`config.mk`:
```
export PLATFORM = sky130hd
export DESIGN_NAME = krs_cell
export DESIGN_NICKNAME = d
export VERILOG_FILES = /design/src/rtl/krs_pkg.sv /design/src/rtl/krs_cell.sv
export SDC_FILE = /design/constraint.sdc
export NUM_CORES = 1
export LEC_CHECK = 0
export BUFFER_PORTS_ARGS = -buffer_cell sky130_fd_sc_hd__buf_2
export CORE_AREA = 2 2 232 234
export CTS_BUF_LIST = sky130_fd_sc_hd__clkbuf_8
export DETAILED_ROUTE_END_ITERATION = 6
export DIE_AREA = 0 0 234 236
export GPL_TIMING_DRIVEN = 0
export HOLD_SLACK_MARGIN = 0.1
export PLACE_DENSITY = 0.7
export SLEW_MARGIN = 20
export SYNTH_ARGS = -nofsm -noshare
export SYNTH_HDL_FRONTEND = slang
export SYNTH_SLANG_ARGS = --single-unit
```
`constraint.sdc`:
```
create_clock -name clock -period 34.1 [get_ports clock]
set_input_delay 8.525 -clock clock [delete_from_list [all_inputs] [get_ports clock]]
set_output_delay 8.525 -clock clock [all_outputs]
set_load 0.05 [all_outputs]
```
`src/rtl/krs_pkg.sv`:
```
// ----------------------------------------------------------------------------
// krs_pkg
// Shared types and constants for the keyed running statistics block.
// ----------------------------------------------------------------------------
package krs_pkg;

   localparam int DEVICES   = 64;
   localparam int KEY_CHARS = 19;
   localparam int KEY_W     = 152;
   localparam int IDX_W     = $clog2(DEVICES);
   localparam int USED_W    = $clog2(DEVICES + 1);
   localparam int CNT_W     = 24;
   localparam int VAL_W     = 32;
   localparam int SUM_W     = 56;
   localparam int CNT_ITERS = CNT_W;

   localparam logic [1:0] SEV_WARNING  = 2'd1;
   localparam logic [1:0] SEV_CRITICAL = 2'd2;

   localparam logic [CNT_W-1:0] CNT_MAX = {CNT_W{1'b1}};
   localparam logic signed [SUM_W-1:0] SUM_MAX = {1'b0, {(SUM_W-1){1'b1}}};
   localparam logic signed [SUM_W-1:0] SUM_MIN = {1'b1, {(SUM_W-1){1'b0}}};

   typedef struct packed {
      logic [CNT_W-1:0]        count;
      logic signed [VAL_W-1:0] smallest;
      logic signed [VAL_W-1:0] largest;
      logic signed [SUM_W-1:0] total;
      logic [CNT_W-1:0]        warn;
      logic [CNT_W-1:0]        crit;
   } stats_type;

   typedef struct packed {
      logic [KEY_W-1:0] key;
      logic             used;
      stats_type        stats;
   } entry_type;

   // request travelling along the chain
   typedef struct packed {
      logic                    active;
      logic [KEY_W-1:0]        key;
      logic signed [VAL_W-1:0] sample;
      logic [1:0]              severity;
      logic                    found;
      logic [IDX_W-1:0]        index;
   } token_type;

   typedef struct packed {
      logic [IDX_W-1:0]        entry_index;
      logic                    created;
      logic                    table_full;
      logic [CNT_W-1:0]        reading_count;
      logic signed [VAL_W-1:0] smallest;
      logic signed [VAL_W-1:0] largest;
      logic signed [SUM_W-1:0] total;
      logic signed [VAL_W-1:0] mean;
      logic [CNT_W-1:0]        warning_count;
      logic [CNT_W-1:0]        critical_count;
   } rsp_type;

   typedef struct packed {
      logic [63:0]             key_low;
      logic [63:0]             key_middle;
      logic [23:0]             key_high;
      logic signed [VAL_W-1:0] sample;
      logic [1:0]              severity;
   } req_type;

   function automatic logic [CNT_W-1:0] sat_inc(input logic [CNT_W-1:0] v);
      return (v == CNT_MAX) ? v : v + 1'b1;
   endfunction

   function automatic logic [KEY_W-1:0] norm_key(input logic [KEY_W-1:0] raw);
      logic [KEY_W-1:0] k;
      logic ended;
      k = '0;
      ended = 1'b0;
      for (int i = 0; i < KEY_W/8; i++) begin
         if (i >= KEY_CHARS || raw[8*i +: 8] == 8'd0) ended = 1'b1;
         k[8*i +: 8] = ended ? 8'd0 : raw[8*i +: 8];
      end
      return k;
   endfunction

endpackage

```
`src/rtl/krs_cell.sv`:
```
// ----------------------------------------------------------------------------
// krs_cell
// One table slot: compares the passing key, claims itself when free and
// updates its statistics, then hands the token to the next slot.
// ----------------------------------------------------------------------------
module krs_cell (
   input  logic                       clock,
   input  logic                       reset,
   input  logic [krs_pkg::IDX_W-1:0]  slot,
   input  krs_pkg::token_type         tok_in,
   output krs_pkg::token_type         tok_out,
   output krs_pkg::stats_type         stats,
   output logic                       hit,
   output logic                       claim
);
   krs_pkg::token_type tok_ff, tok_in_v;
   logic [krs_pkg::KEY_W-1:0] key_ff, key_in;
   logic used_ff, used_in;
   krs_pkg::stats_type st_ff, st_in;
   logic take;
   logic signed [krs_pkg::SUM_W:0] s_wide;

   assign take = tok_in.active && !tok_in.found &&
                 (!used_ff || key_ff == tok_in.key);

   always_comb begin
      key_in  = key_ff;
      used_in = used_ff;
      st_in   = st_ff;
      tok_in_v = tok_in;
      s_wide  = '0;
      if (take) begin
         tok_in_v.found = 1'b1;
         tok_in_v.index = slot;
         if (!used_ff) begin
            used_in = 1'b1;
            key_in  = tok_in.key;
            st_in.count    = krs_pkg::CNT_W'(1);
            st_in.smallest = tok_in.sample;
            st_in.largest  = tok_in.sample;
            st_in.total    = krs_pkg::SUM_W'(tok_in.sample);
            st_in.warn     = '0;
            st_in.crit     = '0;
         end else begin
            if (tok_in.sample < st_ff.smallest) st_in.smallest = tok_in.sample;
            if (tok_in.sample > st_ff.largest)  st_in.largest  = tok_in.sample;
            st_in.count = krs_pkg::sat_inc(st_ff.count);
            s_wide = (krs_pkg::SUM_W+1)'(st_ff.total) + (krs_pkg::SUM_W+1)'(tok_in.sample);
            if (s_wide > (krs_pkg::SUM_W+1)'(krs_pkg::SUM_MAX))
               st_in.total = krs_pkg::SUM_MAX;
            else if (s_wide < (krs_pkg::SUM_W+1)'(krs_pkg::SUM_MIN))
               st_in.total = krs_pkg::SUM_MIN;
            else
               st_in.total = s_wide[krs_pkg::SUM_W-1:0];
         end
         if (tok_in.severity == krs_pkg::SEV_WARNING)
            st_in.warn = krs_pkg::sat_inc(used_ff ? st_ff.warn : '0);
         if (tok_in.severity == krs_pkg::SEV_CRITICAL)
            st_in.crit = krs_pkg::sat_inc(used_ff ? st_ff.crit : '0);
      end
   end

   always_ff @(posedge clock) begin
      if (reset) begin
         used_ff <= 1'b0;
         tok_ff.active <= 1'b0;
      end else begin
         used_ff <= used_in;
         tok_ff.active <= tok_in_v.active;
      end
      key_ff <= key_in;
      st_ff  <= st_in;
      tok_ff.key <= tok_in_v.key;
      tok_ff.sample <= tok_in_v.sample;
      tok_ff.severity <= tok_in_v.severity;
      tok_ff.found <= tok_in_v.found;
      tok_ff.index <= tok_in_v.index;
   end

   assign tok_out = tok_ff;
   assign stats   = st_ff;
   assign hit     = take;
   assign claim   = take && !used_ff;
endmodule

```
# Yosys cells after proc, flatten, opt, wreduce, memory -nomap -nowiden
# Index checks and enable logic that the tools add are counted.
# W data, S select, Z words.
# totals
ff_bits	539
output_inout_bits	388
wordCells	60
# classes
addsub	4
order_cmp	4
bitwise_logic	1
n_mux	14
reduce_logical	12
n_eq_ne	11
# ops
op	count
$mux W24	7
$eq A152 B152 Y1	1
$mux W120	1
$mux W56	2
$add A24 B1 Y24 const B	3
$eq A24 B24 Y1 const B	3
$mux W32	2
$add A56 B32 Y57	1
$gt A57 B56 Y1 const B	1
$lt A57 B56 Y1 const B	1
$mux W48	1
$gt A32 B32 Y1	1
$lt A32 B32 Y1	1
$reduce_and A2 Y1	6
$ne A2 B1 Y1 const B	4
$mux W6	1
$logic_and A1 B1 Y1	3
$eq A2 B1 Y1 const B	1
$eq A2 B2 Y1 const B	1
$logic_not A1 Y1	2
$ne A2 B2 Y1 const B	1
$logic_or A1 B1 Y1	1
$not A1 Y1	1

# Longest topological paths before layout
# logic_depth
depth_word	5
ltp_mapped	15
depth_no_buf	12

# Least setup slack after synthesis
# No wires, ideal clock.
# synth_timing
path_type	input port to output port
start	input tok_in[193] in the netlist's numbering
end	output hit
slack_ns	6.973
path_stages	5
required_time_ns	25.575
n_path_buf	1
t_arrival_ns	18.602
cell_sequence	nor2b_1 nor2b_1 a21oi_1 clkbuf_1 inv_1
# synth_via
elab_chain_cells	2
# synth_lines
element	line_no	source
start: declaration	krs_cell.sv:10	input krs_pkg::token_type tok_in,
$logic_and A1 B1 Y1 (2 in a row)	krs_cell.sv:23	assign take = tok_in.active && !tok_in.found &&
end: declaration	krs_cell.sv:13	output logic hit,
# No other way between the ends.

# Final worst setup path
# layout_timing
start	input tok_in[6] in the netlist's numbering
end	output hit
# layout_via
elab_chain_cells	3
# layout_lines
element	line_no
$logic_not A1 Y1	krs_cell.sv:23
$logic_and A1 B1 Y1 (2 in a row)	krs_cell.sv:23
# No other way between the ends.

==> reports/results.ini <==
[outcome]
status = finished, final reports clean

[timing]
skew_ns = 0.04670
tightest_slew_ns = 0.9966
setup_viol = 0
fmax_mhz = 49.18
maxSlewHeadroom_pct = 33.56
setup_tns_ns = 0
drv_slew = 0
rsz0062_at_grt = no
hold_viol = 0
finalCriticalPeriod_ns = 20.33
fin_crit_sh_pct = 59.63

[yosys]
syn_area_um2 = 23980
yosysMostFrequentCell = edfxtp_1
syn-mean-instance-area_um2 = 11.82
synth-seq-cells = 539
synth_compound_area_share_pct = 12.43
synthTopCellsByArea = edfxtp_1 43%, dfxtp_1 16%, ha_1 6.4%, xnor2_1 4.0%, xor2_1 3.3%
synth_edf_count = 344
synth-main-ff-cell = edfxtp_1
netlist_instances = 2028
ys_top_cells_by_count = 344 x edfxtp_1, 195 x dfxtp_1, 168 x inv_1
yosys.area_share.simple_pct = 9.942
ys_warn_count = 0
synth_xor_xnor_area_share_pct = 7.384
yosysTopAreaCell = edfxtp_1
synthAdderAreaFrac_pct = 6.450
ys_async_sr_fraction_pct = 0
synth_top_cell_area_share_pct = 43.09
synthMuxAreaShare_pct = 0.4540
yosys.cell_types.count = 83
synth_top_family_by_area = compound AO/OA/AOI/OAI gates
syn_nets = 2353
yosysSeqAreaShare_pct = 59.37

[place]
io_buffer_count = 589
dpl.hpwl_mm = 56.09
routabilityCongestion = 0.9343

[cts]
root_buffer = clkbuf_8
clockBufferDepth = 3
postCtsSetupBuffers = 0
clk_transition_reported_paths_ns = 0.06
htree_levels = 3
cts_resized = 0
hold_buffers = 0
cts.sinks = 539
insertion_delay_ns = 0.72
cts_inserted_buffers = 89
cts_tree = built

[critical_path]
r2r-start = stats[135]
cp.arrival_ns = 11.81
cp-start-kind = primary input
r2r_slack_ns = 29.59
crit_required_ns = 25.57
path_class = primary input to output port
r2r-end = stats[128]
cp_max_fo = 16
endpoint_kind = output port
reg2reg_depth = 11

[pwr]
p_leak_nw = 12.72
vdd_drop_max_mv = 0.05758
total_power_mw = 1.636
p_per_area_nw_per_um2 = 54.57

[die]
io_pins = 590
row_count = 85
core-area_um2 = 53070
die_area_um2 = 55220
start_util_pct = 45.18
die_y_um = 236
die_x_um = 234

[drt]
finalWirelength_mm = 72.63
ant_nets = 0
drc = 0
wire_per_inst_um = 20.81
via_per_inst = 5.391
num_vias = 18810
drtIter0Drc = 1231
drt_first_pass_iters = 6

[layout]
nFillCells = 4502
syn_to_final_growth_pct = 25.07
nNetsFinal = 3044
drive_gt1_share_pct = 28.56

[run]
max_cap_viol_count = 0

[global_routing]
grt-ovfl-total = 0
first_global_vias = 18640
grt_start_max_net_pins = 43
grt_pass1_wl_mm = 108.8
antenna_found_initial = 13
gr-usage-all-layers_pct = 25.85

[hold_path]
hold_class = flip-flop to flip-flop
min_path_cells = 2
hold_end = stats[37]
hp-start = stats[37]

state kept, by name (all words and copies together) (netlist names):
register	count
used_ff	1
tok_out	194
stats	192
key_ff	152
metrics by stage:
| stage | utilization, % | hold slack (ns) | instance area (um^2) | setup WS [ns] | cells |
|---|---|---|---|---|---|
| 2_1_floorplan | - | 0.7738 | 23980 | 6.973 | 2028 |
| 5_1_grt | 56.49 | 0.6924 | 29980 | 13.47 | 3487 |
| 4_1_cts | 56.49 | 0.6512 | 29980 | 13.58 | 3487 |
| 3_3_place_gp | 52.37 | 0.6225 | 27790 | 2.543 | 3313 |
| 3_5_place_dp | 52.96 | 0.6315 | 28100 | 13.60 | 3324 |
| 6_report | 56.50 | 0.6513 | 29990 | 13.77 | 3490 |
area by class of cell:
class / count / area [um^2] / area share (%)
Timing Repair Buffer: 600 / 3176 / 10.59
Multi-Input combinational cell: 1263 / 8866 / 29.57
Antenna cell: 3 / 7.507 / 0.02504
Tap cell: 696 / 870.8 / 2.904
Clock inverter: 53 / 360.3 / 1.202
Clock buffer: 110 / 1514 / 5.049
Inverter: 168 / 633.1 / 2.111
Sequential cell: 539 / 14230 / 47.47
Buffer: 58 / 324.1 / 1.081
worst max path at each step:
stage | from | to | slack [ns]
after detailed placement | tok_in[6] | hit | 13.60
after global routing | tok_in[6] | hit | 13.47
final | tok_in[6] | hit | 13.77
after global placement | tok_in[6] | hit | 2.54
after floorplan | tok_in[193] | hit | 6.97
after CTS | tok_in[6] | hit | 13.58
critical path, cell delays in order:
cell and delay [ns]:
buf_2 0.11, nor2b_1 0.32, o21ai_0 0.19, a221oi_1 0.26
nand4_1 0.14, or4_1 0.58, nor4_1 0.21, a21oi_1 0.21
clkbuf_2 0.49, inv_4 0.41, buf_2 0.33
power by group:
part	internal (mW)	switching (mW)	leakage, nW
clock network	0.313	0.275	1.07
registers	0.731	0.0145	4.86
logic	0.0891	0.214	6.79
total	1.13	0.504	12.7
layout by cell type (no fill, tap or decap), types with 9 or more instances in the layout:
master    count
a211oi_1     19
a21o_1       36
a21oi_1     133
a221oi_1     16
and2_1       33
and3_1       11
buf_2       603
buf_6        12
clkbuf_1     26
clkbuf_8    110
clkinv_2      9
dfxtp_1     195
edfxtp_1    344
ha_1        122
inv_1       194
nand2_1     122
nand2b_1     11
nand3_1      44
nand4_1      56
nor2_1       98
nor2b_1      16
nor3_1       14
nor4_1       26
o211ai_1     14
o21a_1       12
o21ai_0      82
o21ai_1      10
o22ai_1      49
o31ai_1       9
or3_1        16
xnor2_1     110
xor2_1       89
cells by family after synthesis:
family          count (synthesis)
compound gates                457
xor+xnor                      200
fa+ha+maj                     123
buf+inv                       226
flops                         539
mux                            10
simple gates                  473
per-layer routing:
| layer | GRT usage, % | part of all wire [%] | wire length [um] | up-vias |
|---|---|---|---|---|
| met5 | 0 | 0.15 | 111 | - |
| li1 | - | - | - | 8803 |
| met2 | 44.39 | 50 | 36530 | 772 |
| met3 | 6.782 | 7.9 | 5773 | 146 |
| met4 | 9.743 | 3.2 | 2313 | 16 |
| met1 | 30.86 | 38 | 27910 | 9077 |
Power figures use the tool's default switching activity.
