$ cat config.mk
export PLATFORM = sky130hd
export DESIGN_NAME = krs_divider
export DESIGN_NICKNAME = d
export VERILOG_FILES = /design/src/rtl/krs_pkg.sv /design/src/rtl/krs_divider.sv
export SDC_FILE = /design/constraint.sdc
export NUM_CORES = 1
export LEC_CHECK = 0
export BUFFER_PORTS_ARGS = -buffer_cell sky130_fd_sc_hd__buf_4
export CAP_MARGIN = 0
export CORE_ASPECT_RATIO = 1.75
export CORE_MARGIN = 3
export CORE_UTILIZATION = 41
export CTS_CLUSTER_SIZE = 28
export DETAILED_ROUTE_END_ITERATION = 8
export HOLD_SLACK_MARGIN = 0.05
export PLACE_DENSITY = 0.63
export SLEW_MARGIN = 30
export SYNTH_ARGS = -nofsm -noshare
export SYNTH_HDL_FRONTEND = slang
export SYNTH_SLANG_ARGS = --single-unit
$ cat constraint.sdc
create_clock -name clock -period 4.3 [get_ports clock]
set_clock_uncertainty 0.05 [all_clocks]
set_input_delay 0.86 -clock clock [delete_from_list [all_inputs] [get_ports clock]]
set_output_delay 0.86 -clock clock [all_outputs]
set_load 0.02 [all_outputs]
$ cat src/rtl/krs_pkg.sv
// ----------------------------------------------------------------------------
// krs_pkg
// Shared types and constants for the keyed running statistics block.
// ----------------------------------------------------------------------------
package krs_pkg;

   localparam int DEVICES   = 64;
   localparam int KEY_CHARS = 19;
   localparam int KEY_W     = 152;
   localparam int IDX_W     = $clog2(DEVICES);
   localparam int USED_W    = $clog2(DEVICES + 1);
   localparam int CNT_W     = 24;
   localparam int VAL_W     = 32;
   localparam int SUM_W     = 56;
   localparam int CNT_ITERS = CNT_W;

   localparam logic [1:0] SEV_WARNING  = 2'd1;
   localparam logic [1:0] SEV_CRITICAL = 2'd2;

   localparam logic [CNT_W-1:0] CNT_MAX = {CNT_W{1'b1}};
   localparam logic signed [SUM_W-1:0] SUM_MAX = {1'b0, {(SUM_W-1){1'b1}}};
   localparam logic signed [SUM_W-1:0] SUM_MIN = {1'b1, {(SUM_W-1){1'b0}}};

   typedef struct packed {
      logic [CNT_W-1:0]        count;
      logic signed [VAL_W-1:0] smallest;
      logic signed [VAL_W-1:0] largest;
      logic signed [SUM_W-1:0] total;
      logic [CNT_W-1:0]        warn;
      logic [CNT_W-1:0]        crit;
   } stats_type;

   typedef struct packed {
      logic [KEY_W-1:0] key;
      logic             used;
      stats_type        stats;
   } entry_type;

   // request travelling along the chain
   typedef struct packed {
      logic                    active;
      logic [KEY_W-1:0]        key;
      logic signed [VAL_W-1:0] sample;
      logic [1:0]              severity;
      logic                    found;
      logic [IDX_W-1:0]        index;
   } token_type;

   typedef struct packed {
      logic [IDX_W-1:0]        entry_index;
      logic                    created;
      logic                    table_full;
      logic [CNT_W-1:0]        reading_count;
      logic signed [VAL_W-1:0] smallest;
      logic signed [VAL_W-1:0] largest;
      logic signed [SUM_W-1:0] total;
      logic signed [VAL_W-1:0] mean;
      logic [CNT_W-1:0]        warning_count;
      logic [CNT_W-1:0]        critical_count;
   } rsp_type;

   typedef struct packed {
      logic [63:0]             key_low;
      logic [63:0]             key_middle;
      logic [23:0]             key_high;
      logic signed [VAL_W-1:0] sample;
      logic [1:0]              severity;
   } req_type;

   function automatic logic [CNT_W-1:0] sat_inc(input logic [CNT_W-1:0] v);
      return (v == CNT_MAX) ? v : v + 1'b1;
   endfunction

   function automatic logic [KEY_W-1:0] norm_key(input logic [KEY_W-1:0] raw);
      logic [KEY_W-1:0] k;
      logic ended;
      k = '0;
      ended = 1'b0;
      for (int i = 0; i < KEY_W/8; i++) begin
         if (i >= KEY_CHARS || raw[8*i +: 8] == 8'd0) ended = 1'b1;
         k[8*i +: 8] = ended ? 8'd0 : raw[8*i +: 8];
      end
      return k;
   endfunction

endpackage

$ cat src/rtl/krs_divider.sv
// ----------------------------------------------------------------------------
// krs_divider
// Restoring divider, one quotient bit per cycle, signed total over count,
// truncated toward zero and clamped to 32 bits.
// ----------------------------------------------------------------------------
module krs_divider (
   input  logic                               clock,
   input  logic                               reset,
   input  logic                               start,
   input  logic signed [krs_pkg::SUM_W-1:0]   dividend,
   input  logic [krs_pkg::CNT_W-1:0]          divisor,
   output logic                               done,
   output logic signed [krs_pkg::VAL_W-1:0]   quotient
);
   localparam int SW = krs_pkg::SUM_W;
   logic [SW-1:0] q_ff, q_in;
   logic [krs_pkg::CNT_W:0] r_ff, r_in;
   logic [krs_pkg::CNT_W-1:0] d_ff;
   logic neg_ff, busy_ff, done_ff;
   logic [$clog2(SW+1)-1:0] n_ff;
   logic [krs_pkg::CNT_W:0] trial;
   logic [SW-1:0] mag, qs;

   assign mag = dividend[SW-1] ? (~dividend + 1'b1) : dividend;

   always_comb begin
      trial = {r_ff[krs_pkg::CNT_W-1:0], q_ff[SW-1]};
      q_in  = {q_ff[SW-2:0], 1'b0};
      r_in  = trial;
      if (trial >= {1'b0, d_ff}) begin
         r_in = trial - {1'b0, d_ff};
         q_in[0] = 1'b1;
      end
   end

   always_ff @(posedge clock) begin
      if (reset) begin
         busy_ff <= 1'b0;
         done_ff <= 1'b0;
      end else begin
         done_ff <= 1'b0;
         if (start) begin
            busy_ff <= 1'b1;
            n_ff    <= '0;
         end else if (busy_ff) begin
            n_ff <= n_ff + 1'b1;
            if (n_ff == ($clog2(SW+1))'(SW-1)) begin
               busy_ff <= 1'b0;
               done_ff <= 1'b1;
            end
         end
      end
      if (start) begin
         q_ff <= mag; r_ff <= '0; d_ff <= divisor; neg_ff <= dividend[SW-1];
      end else if (busy_ff) begin
         q_ff <= q_in; r_ff <= r_in;
      end
   end

   // quotient magnitude clamps to 2^31-1 or -2^31
   assign qs = neg_ff ? (~q_ff + 1'b1) : q_ff;
   always_comb begin
      if (!neg_ff && q_ff > SW'(32'h7FFF_FFFF))
         quotient = 32'sh7FFF_FFFF;
      else if (neg_ff && q_ff > SW'(33'h8000_0000))
         quotient = 32'sh8000_0000;
      else
         quotient = qs[krs_pkg::VAL_W-1:0];
   end
   assign done = done_ff;
endmodule
Word level (Yosys, flattened, before mapping):

Cells that the tools add are included.

* register bits after elaboration: 113
* bits of input ports: 83
* output and inout bits: 33
* word-level logic and storage cells: 38

* $add $sub $neg: 4
* magnitude comparators: 3
* eq/ne operators: 1
* multiplexer cells: 13
* bitwise operators: 4
* reduce and logical (&&, ||, !) cells: 6

Operators with widths (number)
* $mux W56: 3
* $mux W32: 3
* $add A56 B1 Y56 const B: 1
* $gt A56 B31 Y1 const B: 1
* $gt A56 B32 Y1 const B: 1
* $not A56 Y56: 1
* $add A32 B1 Y32 const B: 1
* $not A32 Y32: 1
* $ge A25 B24 Y1: 1
* $mux W24: 1
* $sub A24 B24 Y24: 1
* $add A6 B1 Y6 const B: 1
* $eq A6 B6 Y1 const B: 1
* $mux W6: 1
* $mux W1: 5
* $reduce_or A3 Y1: 1
* $logic_and A1 B1 Y1: 2
* $not A1 Y1: 2
* $reduce_and A2 Y1: 1
* $reduce_bool A2 Y1: 1
* $logic_not A1 Y1: 1

Logic depth before layout (Yosys ltp):

Gate-level depths: netlist of run 1.

* depth after elaboration: 5
* mapped depth: 14
* depth with buffers taken out: 13

Worst setup path before layout of run 1:

No wires, ideal clock.

* kind: register to output
* from: register q_ff[5]
* to: output port quotient[6] (netlist name)
* arrival time: 3172 ps
* required time: 3390 ps
* path slack: 218 ps
* stages on the path, launching flop included: 9
* buffers on the path: 0
* cell sequence: edfxtp_1 -> or4_1 -> nor4_2 -> nand3b_1 -> o41ai_2 -> nand2_1 -> inv_2 -> nand2_2 -> o311ai_0

* longest elaborated chain between the ends: 5
* elaborated cells between the ends (all ways): 9
* those cells by class: add/sub (1); order compare (2); mux (3); bitwise (1); reduce/logical (2)

Ends and longest elaborated chain
* start, declared: line krs_divider.sv:16 `logic [SW-1:0] q_ff, q_in;`
* start signal, assigned: line krs_divider.sv:56 `q_ff <= q_in; r_ff <= r_in;`
* $not A32 Y32: line krs_divider.sv:61 `assign qs = neg_ff ? (~q_ff + 1'b1) : q_ff;`
* $add A32 B1 Y32: line krs_divider.sv:61
* $mux W32: line krs_divider.sv:61
* $mux W32: line krs_divider.sv:65 `else if (neg_ff && q_ff > SW'(33'h8000_0000))`
* $mux W32 (*): line krs_divider.sv:63 `if (!neg_ff && q_ff > SW'(32'h7FFF_FFFF))`
* end, declared: line krs_divider.sv:13 `output logic signed [krs_pkg::VAL_W-1:0] quotient`

Mark *: on every way between the ends. The rest lies on a longest branch, timed or not.

Worst setup path after layout of run 1:

* from: register q_ff[6]
* to: output port quotient[15] (netlist name)

The elaborated chain is that of the path after synthesis.

==> results of run 1 <==
[layout make-up]
class	count	area share [%]
Inverter	41	1.52
Clock inverter	15	2.60
Timing Repair Buffer	155	11.8
Sequential cell	113	31.0
Tap cell	241	2.99
Multi-Input combinational cell	725	45.8
Clock buffer	17	4.21
[Yosys cell counts, drive strengths merged (2+ instances only)]
library cell | instances | share of area [%]
nor2 | 126 | 5.9
a21oi | 88 | 5.5
edfxtp | 87 | 33
nand2 | 86 | 4.1
xor2 | 60 | 6.6
o21ai | 58 | 3.6
inv | 41 | 1.9
clkbuf | 35 | 2.1
nor3 | 32 | 2.0
ha | 27 | 4.2
dfxtp | 26 | 6.5
a311oi | 18 | 2.0
o31ai | 18 | 1.9
or3 | 17 | 1.5
nor4 | 16 | 1.5
nand3 | 15 | 1.0
o311ai | 15 | 1.6
or4 | 15 | 1.5
xnor2 | 12 | 1.3
a31oi | 10 | 0.78
nand4 | 10 | 0.78
a21o | 9 | 0.84
buf | 8 | 0.64
o21a | 8 | 0.75
o41ai | 8 | 0.97
nand2b | 7 | 0.55
a211oi | 6 | 0.56
nor2b | 6 | 0.47
a211o | 5 | 0.55
nor3b | 5 | 0.47
o211ai | 5 | 0.47
or2 | 5 | 0.42
and2 | 4 | 0.31
and3 | 4 | 0.31
mux2i | 4 | 0.50
o22a | 4 | 0.44
a21boi | 3 | 0.28
nand3b | 3 | 0.28
dlygate4sd1 | 2 | 0.22
o21bai | 2 | 0.19
[power groups by stage]
stage | Clock (mW) | Sequential [mW] | Combinational (mW)
3_5_place_dp | 0 | 1.42 | 0.795
4_1_cts | 1.70 | 1.40 | 0.803
6_report | 1.67 | 1.41 | 0.836
2_1_floorplan | 0 | 1.39 | 0.550
3_3_place_gp | 0 | 1.42 | 0.787
5_1_grt | 1.76 | 1.42 | 0.933
[layout by cell type (no fill, tap or decap), types with 6 or more instances in the layout]
| cell | synthesis | layout |
|---|---|---|
| nor2b_1 | 6 | 6 |
| clkbuf_16 | 0 | 18 |
| nand2b_1 | 7 | 6 |
| nor2_1 | 126 | 126 |
| o21ai_0 | 57 | 57 |
| or3_1 | 12 | 11 |
| inv_1 | 40 | 39 |
| a21o_1 | 9 | 9 |
| bufinv_16 | 0 | 7 |
| nand4_1 | 10 | 10 |
| a21oi_1 | 88 | 87 |
| edfxtp_1 | 87 | 87 |
| nand2_1 | 85 | 84 |
| a31oi_1 | 10 | 10 |
| ha_1 | 27 | 27 |
| o31ai_1 | 15 | 15 |
| nor3_1 | 32 | 32 |
| nand3_1 | 14 | 14 |
| or4_1 | 13 | 9 |
| xnor2_1 | 12 | 12 |
| nor4_1 | 14 | 11 |
| xor2_1 | 60 | 60 |
| buf_4 | 2 | 153 |
| o21a_1 | 8 | 8 |
| dfxtp_1 | 26 | 26 |
| a211oi_1 | 6 | 6 |
| a311oi_1 | 17 | 17 |
| o311ai_2 | 0 | 7 |
| o41ai_1 | 7 | 7 |
| or4_4 | 2 | 6 |
[sequential cells by signal, summed over array words and instances, names as in the netlist]
signal	flops
busy_ff	1
d_ff	24
done	1
n_ff	6
neg_ff	1
q_ff	56
r_ff	24
[routing by layer]
metal / GRT usage [%] / up-vias
met5: 0 / -
met4: 12.0 / 0
met3: 3.30 / 71
met2: 40.2 / 244
met1: 21.3 / 3555
li1: - / 3676
[per-stage QoR]
step | util (%) | hold slack (ns) | TNS (ns) | cells
finish | 52.6 | 0.410 | 0 | 1307
global route | 52.6 | 0.432 | -0.0446 | 1307
CTS | 51.1 | 0.416 | 0 | 1290
detailed placement | 47.4 | 0.409 | 0 | 1258
global placement | 47.4 | 0.392 | 0 | 1258
floorplan | - | 0.381 | 0 | 924
[cells by family (layout without fill, tap and decap cells)]
group,Yosys count,in the layout,share of synthesized area (%)
AOI/OAI and AO/OA,268,268,21.8
DFF,113,113,39.1
adders and majority gates,28,28,4.47
xor gates and xnor gates,72,72,7.88
and+or+nand+nor,352,352,21.1
muxes,5,5,0.641
buffers and inverters,86,228,4.92
[worst register-to-register path: cells and delay by family, from the launching register on]
kind                       cells  cell delay, ns
DFF                            1            0.33
buffers and inverters          3            0.50
AOI/OAI and AO/OA              7            1.81
adders and majority gates      1            0.36
and+or+nand+nor                1            0.39
[worst paths after layout]
| check | from | endpoint | cells past startpoint |
|---|---|---|---|
| max reg2reg | d_ff[3] | r_ff[4] | 12 |
| min | r_ff[23] | r_ff[23] | 2 |
| max | q_ff[6] | quotient[15] | 10 |
| min reg2reg | r_ff[23] | r_ff[23] | 2 |
[repair_timing]
item | CTS | global route
gates cloned | 0 | 1
resized for setup | 2 | 25
pin swaps | 0 | 3
endpoints found under the setup margin | 1 | 18
setup buffers | 0 | 16
==> impl_metrics.json, run 1 <==
{
  "core_um2": 19200,
  "clk_latency_ns": 0.42,
  "power_frac_seq_pct": 36.0,
  "synthArstFlopShare_pct": 0,
  "start_util_pct": 41.7,
  "ant_nets": 0,
  "nets": 1164,
  "dpl_cell_area_um2": 9110,
  "cp_slowest_stage_delay_ns": 0.59,
  "outcome": "completed",
  "htreeDepth": 4,
  "fillers": 1805,
  "hold_path_class": "register to register",
  "drv_cap": 0,
  "io_buffers": 115,
  "synth_cell_types": 73,
  "synth-seq-cells": 113,
  "ys.flop_type": "edfxtp_1",
  "power.leakage_nw": 3.93,
  "cts.clk_slew.worst_paths_ns": 0.06,
  "seq_area_frac_synth_pct": 39.1,
  "drtPass1Iterations": 5,
  "setup_violations": 0,
  "synth_area_per_cell_um2": 8.66,
  "cts_max_path_buffers": 2,
  "multiInputGateArea_um2": 4630,
  "power.internal_mw": 2.81,
  "rrSetupSlack_ns": 0.77,
  "fin_crit_sh_pct": 98.6,
  "grt_overflow": 0,
  "crit_path_start_kind": "register",
  "drtIter0Drc": 500,
  "cts.sinks": 113,
  "crit_fanout": 16,
  "avgViaCountPerCell": 5.77,
  "drc_errors": 0,
  "syn_area_um2": 8010,
  "regArea_um2": 3130,
  "power_density_nw_per_um2": 388,
  "rows": 67,
  "crit_buf_inv": 2,
  "pre_cts_ws_ns": 0.394,
  "fmax_ghz": 0.236,
  "vias": 7546,
  "cts_root_buffer": "clkbuf_16",
  "switching_share_pct": 28.3,
  "worst_slack_ns": 0.0582,
  "total_power_mw": 3.92,
  "routed_wl_um": 23000,
  "antenna_cells": 0,
  "crit_arrival_ns": 3.33,
  "fin_crit_ns": 4.24,
  "cp_slowest_cell": "or4_4",
  "die_w_um": 112,
  "wl_met2_um": 12700,
  "ir_drop_uv": 249,
  "cts_tree": "yes",
  "endpoint_kind": "primary output",
  "die_y_um": 191,
  "worstSetupPathType": "register to primary output",
  "met1Wirelength_um": 8400,
  "clockPowerShare_pct": 42.7,
  "crit_chain": "or4_4, nor4_4, nand3b_1, o41ai_4, nand2_2, inv_2, nand2_4, nor3b_1, a211o_1, buf_4",
  "die_area_um2": 21300,
  "grt_usage_pct": 21.1,
  "wl_per_cell_um": 17.6,
  "final_area_um2": 10100,
  "p_switching_mw": 1.11,
  "syn_nets": 1035,
  "required_ns": 3.39,
  "grt_pass1_vias": 7437,
  "cts_made_buffers": 17,
  "ios": 116,
  "worst_pin_slew_ns": 0.805,
  "slew_headroom_pct": 45.6,
  "grt_max_degree": 59,
  "hold_violations": 0,
  "synth_edf_count": 87,
  "cpLargestDelayFamily": "simple AND/OR/NAND/NOR gates",
  "ys.warnings.count": 0,
  "wl_met3_um": 863,
  "antenna_found_initial": 0,
  "p_comb_share_pct": 21.3,
  "area_growth_pct": 26.1,
  "syn_inst": 924,
  "globalplace.congestion": 0.904,
  "ctsHoldBuffers": 0,
  "drive_above_1_share_pct": 21.6,
  "grt_pass1_wl_um": 36300,
  "dp_hpwl_um": 16900,
  "drv_slew": 0,
  "routed.top_layer": "met4"
}
Power figures use the tool's default switching activity.
==> run 2: changes to the inputs <==
--- a/config.mk
+++ b/config.mk
@@ -5,7 +5,7 @@
 export SDC_FILE = /design/constraint.sdc
 export NUM_CORES = 1
 export LEC_CHECK = 0
-export BUFFER_PORTS_ARGS = -buffer_cell sky130_fd_sc_hd__buf_4
+export BUFFER_PORTS_ARGS = -buffer_cell sky130_fd_sc_hd__buf_2
 export CAP_MARGIN = 0
 export CORE_ASPECT_RATIO = 1.75
 export CORE_MARGIN = 3
==> constraint.sdc (replaced) <==
create_clock -name clock -period 4.3 [get_ports clock]
set_clock_uncertainty 0.05 [all_clocks]
set_input_delay 0.86 -clock clock [delete_from_list [all_inputs] [get_ports clock]]
set_output_delay 0.86 -clock clock [all_outputs]
set_load 0.01 [all_outputs]
==> run 2 against run 1 <==
Die area stayed put. Sequential cell count did not move. Global-route usage shrank 0.37 points. Power decreased by 6.7%. First-iteration DRC count rose by 30%. Register-to-register slack better by 0.10 ns. Sequential share of layout area is 1.4 points higher. Via count fell by 0.54%. Setup slack better by 0.0043 ns. Clock power decreased by 11%.
==> impl_metrics.json, run 2 (same netlist as run 1, synthesis figures left out) <==
{
  "fin_cells": 1303,
  "final_common_cell": "nor2_1",
  "fin_crit_sh_pct": 98.5,
  "antenna_found_initial": 1,
  "power.leakage_nw": 3.75,
  "outcome": "completed",
  "clk_latency_ns": 0.41,
  "cts.clk_slew.worst_paths_ns": 0.05,
  "hold_ws_ns": 0.408,
  "endpoint_kind": "primary output",
  "drv_cap": 0,
  "crit_chain": "or4_4, or4_4, o41ai_4, nand2_1, buf_6, nor4_1, o21ai_0, o311ai_1, buf_2",
  "core_um2": 19200,
  "die_y_um": 191,
  "power_density_nw_per_um2": 379,
  "htreeDepth": 4,
  "grt_usage_pct": 20.7,
  "crit_arrival_ns": 3.33,
  "grt_overflow": 0,
  "grt_pass1_wl_um": 35600,
  "crit_path_start_kind": "register",
  "drtIter0Drc": 651,
  "globalplace.congestion": 0.899,
  "fmax_ghz": 0.236,
  "total_power_mw": 3.66,
  "antenna_cells": 0,
  "die_area_um2": 21300,
  "layout_common_cells": "nor2_1 (125), buf_2 (113), a21oi_1 (87), edfxtp_1 (87), nand2_1 (85)",
  "wl_per_cell_um": 17.4,
  "rrSetupSlack_ns": 0.87,
  "avgViaCountPerCell": 5.76,
  "cts_max_path_buffers": 2,
  "worst_pin_slew_ns": 0.863,
  "top_register": "q_ff",
  "cp_slowest_stage_delay_ns": 0.58,
  "nets": 1160,
  "largest_reg_flops": 56,
  "ios": 116,
  "drive_above_1_share_pct": 20.9,
  "hold_violations": 0,
  "routed_wl_um": 22700,
  "drtPass1Iterations": 5,
  "cts_tree": "yes",
  "crit_fanout": 20,
  "postLayoutCoreUtil_pct": 50.3,
  "vias": 7505,
  "fin_crit_ns": 4.24,
  "area_growth_pct": 20.6,
  "dp_hpwl_um": 16800,
  "drv_slew": 0,
  "worstSetupPathType": "register to primary output",
  "ir_drop_uv": 256,
  "cts_made_buffers": 17,
  "cts_root_buffer": "clkbuf_16",
  "reg_top3": "q_ff (56), d_ff (24), r_ff (24)",
  "io_buffers": 115,
  "finalSetupTns_ns": 0,
  "required_ns": 3.39,
  "cp_slowest_cell": "or4_4",
  "grt_pass1_vias": 7348,
  "die_w_um": 112,
  "crit_top_cell": "or4_4",
  "drc_errors": 0,
  "ant_nets": 0,
  "slew_headroom_pct": 42.5,
  "start_util_pct": 41.7,
  "grt_max_degree": 76,
  "cts.sinks": 113,
  "dp.cells": 1260,
  "rows": 67,
  "setup_violations": 0,
  "hold_path_class": "register to register"
}
==> run 2: stage by stage <==
| step | setup slack (ns) | cell area, um2 |
|---|---|---|
| finish | 0.0624 | 9650 |
| global placement | 0.455 | 8840 |
| global route | -0.0973 | 9650 |
| floorplan | 0.514 | 8010 |
| detailed placement | 0.377 | 8840 |
| CTS | 0.0110 | 9460 |
==> run 2: cell type report <==
class	instances	area, um2
Clock inverter	14	190
Fill cell	1835	9550
Timing Repair Buffer	151	855
Tap cell	241	302
Clock buffer	18	429
Sequential cell	113	3130
Multi-Input combinational cell	725	4590
Inverter	41	154
==> run 2: worst max-delay path, delay by kind of cell (launching register included) <==
family | cells | cell delay (ns)
compound gates | 3 | 0.61
buf+inv | 2 | 0.39
flops | 1 | 0.46
simple gates | 4 | 1.46
==> run 2: what timing repair did <==
item,4_1_cts,5_1_grt
hold buffers,0,0
pin swaps,0,1
resized for setup,1,19
setup buffers,0,11
hold endpoints to repair,0,0
setup endpoints to repair,1,20
==> run 2: power breakdown <==
| part | total, mW | internal [mW] | switching (mW) |
|---|---|---|---|
| Clock | 1.48 | 0.966 | 0.509 |
| Sequential | 1.41 | 1.31 | 0.103 |
| Combinational | 0.769 | 0.318 | 0.452 |
==> run 2: final timing paths <==
kind / startpoint / end / depth (start not counted)
setup / recovery: q_ff[26] / quotient[29] / 9
hold / removal: r_ff[23] / r_ff[23] / 2
setup reg to reg: d_ff[18] / r_ff[4] / 11
hold reg to reg: r_ff[23] / r_ff[23] / 2
==> run 2: routing by layer <==
| layer | global-route usage [%] | routed length, um |
|---|---|---|
| met1 | 20.8 | 8390 |
| met2 | 38.8 | 12100 |
| met3 | 3.33 | 864 |
| met4 | 13.4 | 1370 |
| met5 | 0 | 9 |
==> run 3: changes to the inputs <==
--- a/config.mk
+++ b/config.mk
@@ -5,15 +5,15 @@
 export SDC_FILE = /design/constraint.sdc
 export NUM_CORES = 1
 export LEC_CHECK = 0
-export BUFFER_PORTS_ARGS = -buffer_cell sky130_fd_sc_hd__buf_2
 export CAP_MARGIN = 0
 export CORE_ASPECT_RATIO = 1.75
 export CORE_MARGIN = 3
 export CORE_UTILIZATION = 41
 export CTS_CLUSTER_SIZE = 28
 export DETAILED_ROUTE_END_ITERATION = 8
+export DONT_BUFFER_PORTS = 1
 export HOLD_SLACK_MARGIN = 0.05
-export PLACE_DENSITY = 0.63
+export PLACE_DENSITY = 0.58
 export SLEW_MARGIN = 30
 export SYNTH_ARGS = -nofsm -noshare
 export SYNTH_HDL_FRONTEND = slang
==> run 3 against run 2 <==
Power down 3.1%. Routed wire length up 0.75%. Register-to-register slack worse by 0.24 ns. Core utilization down 2.9 points. Die area unchanged. Via count down 6.7%. Clock-buffer cell count up 2. Sequential power about the same. Hold slack better by 0.0031 ns. Critical endpoint is now quotient[6]. Largest cell class unchanged.
==> impl_metrics.json, run 3 (same netlist as run 1, synthesis figures left out) <==
{
  "outcome": "completed",
  "startpoint": "q_ff[20]",
  "final_area_um2": 9100,
  "reg2regPathDepth": 11,
  "power_density_nw_per_um2": 389,
  "endpoint_kind": "primary output",
  "routed_wl_um": 22900,
  "htreeDepth": 4,
  "grt_overflow": 0,
  "postLayoutCoreUtil_pct": 47.4,
  "globalplace.congestion": 0.964,
  "crit_arrival_ns": 3.23,
  "slew_headroom_pct": 40.6,
  "grt_pass1_wl_um": 35600,
  "dp.cells": 1156,
  "grt_pass1_vias": 6957,
  "nets": 1053,
  "fin_crit_sh_pct": 96.4,
  "cp_slowest_stage_delay_ns": 0.59,
  "hold_path_class": "register to register",
  "worst_pin_slew_ns": 0.890,
  "crit_fanout": 20,
  "drc_errors": 0,
  "crit_path_start_kind": "register",
  "fin_cells": 1196,
  "rr_startpoint": "d_ff[18]",
  "multiInputGateArea_um2": 4570,
  "core_um2": 19200,
  "drv_slew": 0,
  "power.leakage_nw": 3.32,
  "rr_endpoint": "r_ff[20]",
  "cts_max_path_buffers": 2,
  "rrSetupSlack_ns": 0.63,
  "layout_common_cells": "nor2_1 (125), a21oi_1 (87), edfxtp_1 (87), nand2_1 (85), xor2_1 (60)",
  "cp-endpoint": "quotient[6]",
  "largest_reg_flops": 56,
  "reg_top3": "q_ff (56), d_ff (24), r_ff (24)",
  "drive_above_1_share_pct": 11.4,
  "die_area_um2": 21300,
  "cts_root_buffer": "clkbuf_16",
  "die_w_um": 112,
  "hold_violations": 0,
  "drv_cap": 0,
  "vias": 7005,
  "cts.sinks": 113,
  "cts_made_buffers": 17,
  "dpl_cell_area_um2": 8340,
  "top_register": "q_ff",
  "drtIter0Drc": 514,
  "antenna_found_initial": 0,
  "die_y_um": 191,
  "required_ns": 3.39,
  "pre_cts_ws_ns": 0.446,
  "worst_slack_ns": 0.155,
  "cp_slowest_cell": "or4_1",
  "ant_nets": 0,
  "regArea_um2": 3130,
  "dp_hpwl_um": 16600,
  "crit_chain": "or4_1, or3_1, o41ai_2, nand2_1, buf_6, nor4_2, o21ai_0, o311ai_1, buf_4",
  "total_power_mw": 3.54,
  "ctsHoldBuffers": 0,
  "finalSetupTns_ns": 0,
  "grt_usage_pct": 21.0,
  "clk_latency_ns": 0.42,
  "wl_per_cell_um": 19.1,
  "cts.clk_slew.worst_paths_ns": 0.05,
  "drtPass1Iterations": 5,
  "ios": 116,
  "cts_tree": "yes",
  "io_buffers": 0,
  "fin_crit_ns": 4.14,
  "avgViaCountPerCell": 5.86,
  "hold_ws_ns": 0.411,
  "grt_max_degree": 170,
  "area_growth_pct": 13.7,
  "fmax_ghz": 0.241,
  "fillers": 1883,
  "ir_drop_uv": 252,
  "antenna_cells": 0,
  "worstSetupPathType": "register to primary output",
  "rows": 67,
  "start_util_pct": 41.7,
  "final_common_cell": "nor2_1",
  "setup_violations": 0
}
run 3: critical path, delay by kind of cell, from the launching register on:
| kind | cells | cell delay [ns] |
|---|---|---|
| AO/OA/AOI/OAI | 3 | 0.60 |
| buffers and inverters | 2 | 0.37 |
| flip-flops | 1 | 0.44 |
| AND/OR/NAND/NOR | 4 | 1.40 |
run 3: how the worst min path moves through the flow:
stage / startpoint / to / slack (ns) / cells after the start
6_report: r_ff[23] / r_ff[23] / 0.41 / 2
3_5_place_dp: r_ff[23] / r_ff[23] / 0.40 / 2
5_1_grt: reset / done / 0.45 / 1
4_1_cts: r_ff[23] / r_ff[23] / 0.41 / 2
2_1_floorplan: r_ff[23] / r_ff[23] / 0.38 / 2
3_3_place_gp: r_ff[23] / r_ff[23] / 0.39 / 2
run 3: final cells by class:
cell class / instances / share of cell area (%)
Multi-Input combinational cell: 725 / 50.3
Sequential cell: 113 / 34.4
Clock buffer: 20 / 4.80
Timing Repair Buffer: 44 / 3.67
Tap cell: 241 / 3.31
Clock inverter: 12 / 1.82
Inverter: 41 / 1.69
run 3: routing by layer:
metal	global-route usage (%)	share of wire, %	wire length (um)
met5	0	0	0
met3	4.54	4.2	962
met4	12.0	4.8	1110
met1	20.2	35	8130
met2	40.4	55	12700
run 3: report_power, final:
part | switching, mW | total (mW) | internal, mW | leakage, nW
combinational | 0.386 | 0.667 | 0.281 | 1.96
clock | 0.507 | 1.47 | 0.962 | 0.297
sequential | 0.0985 | 1.41 | 1.31 | 1.07
total | 0.991 | 3.54 | 2.55 | 3.32
run 3: repair_timing:
item | 4_1_cts | 5_1_grt
endpoints found under the setup margin | 1 | 20
buffers inserted | 0 | 8
pin swaps | 0 | 4
gates resized for setup | 1 | 16
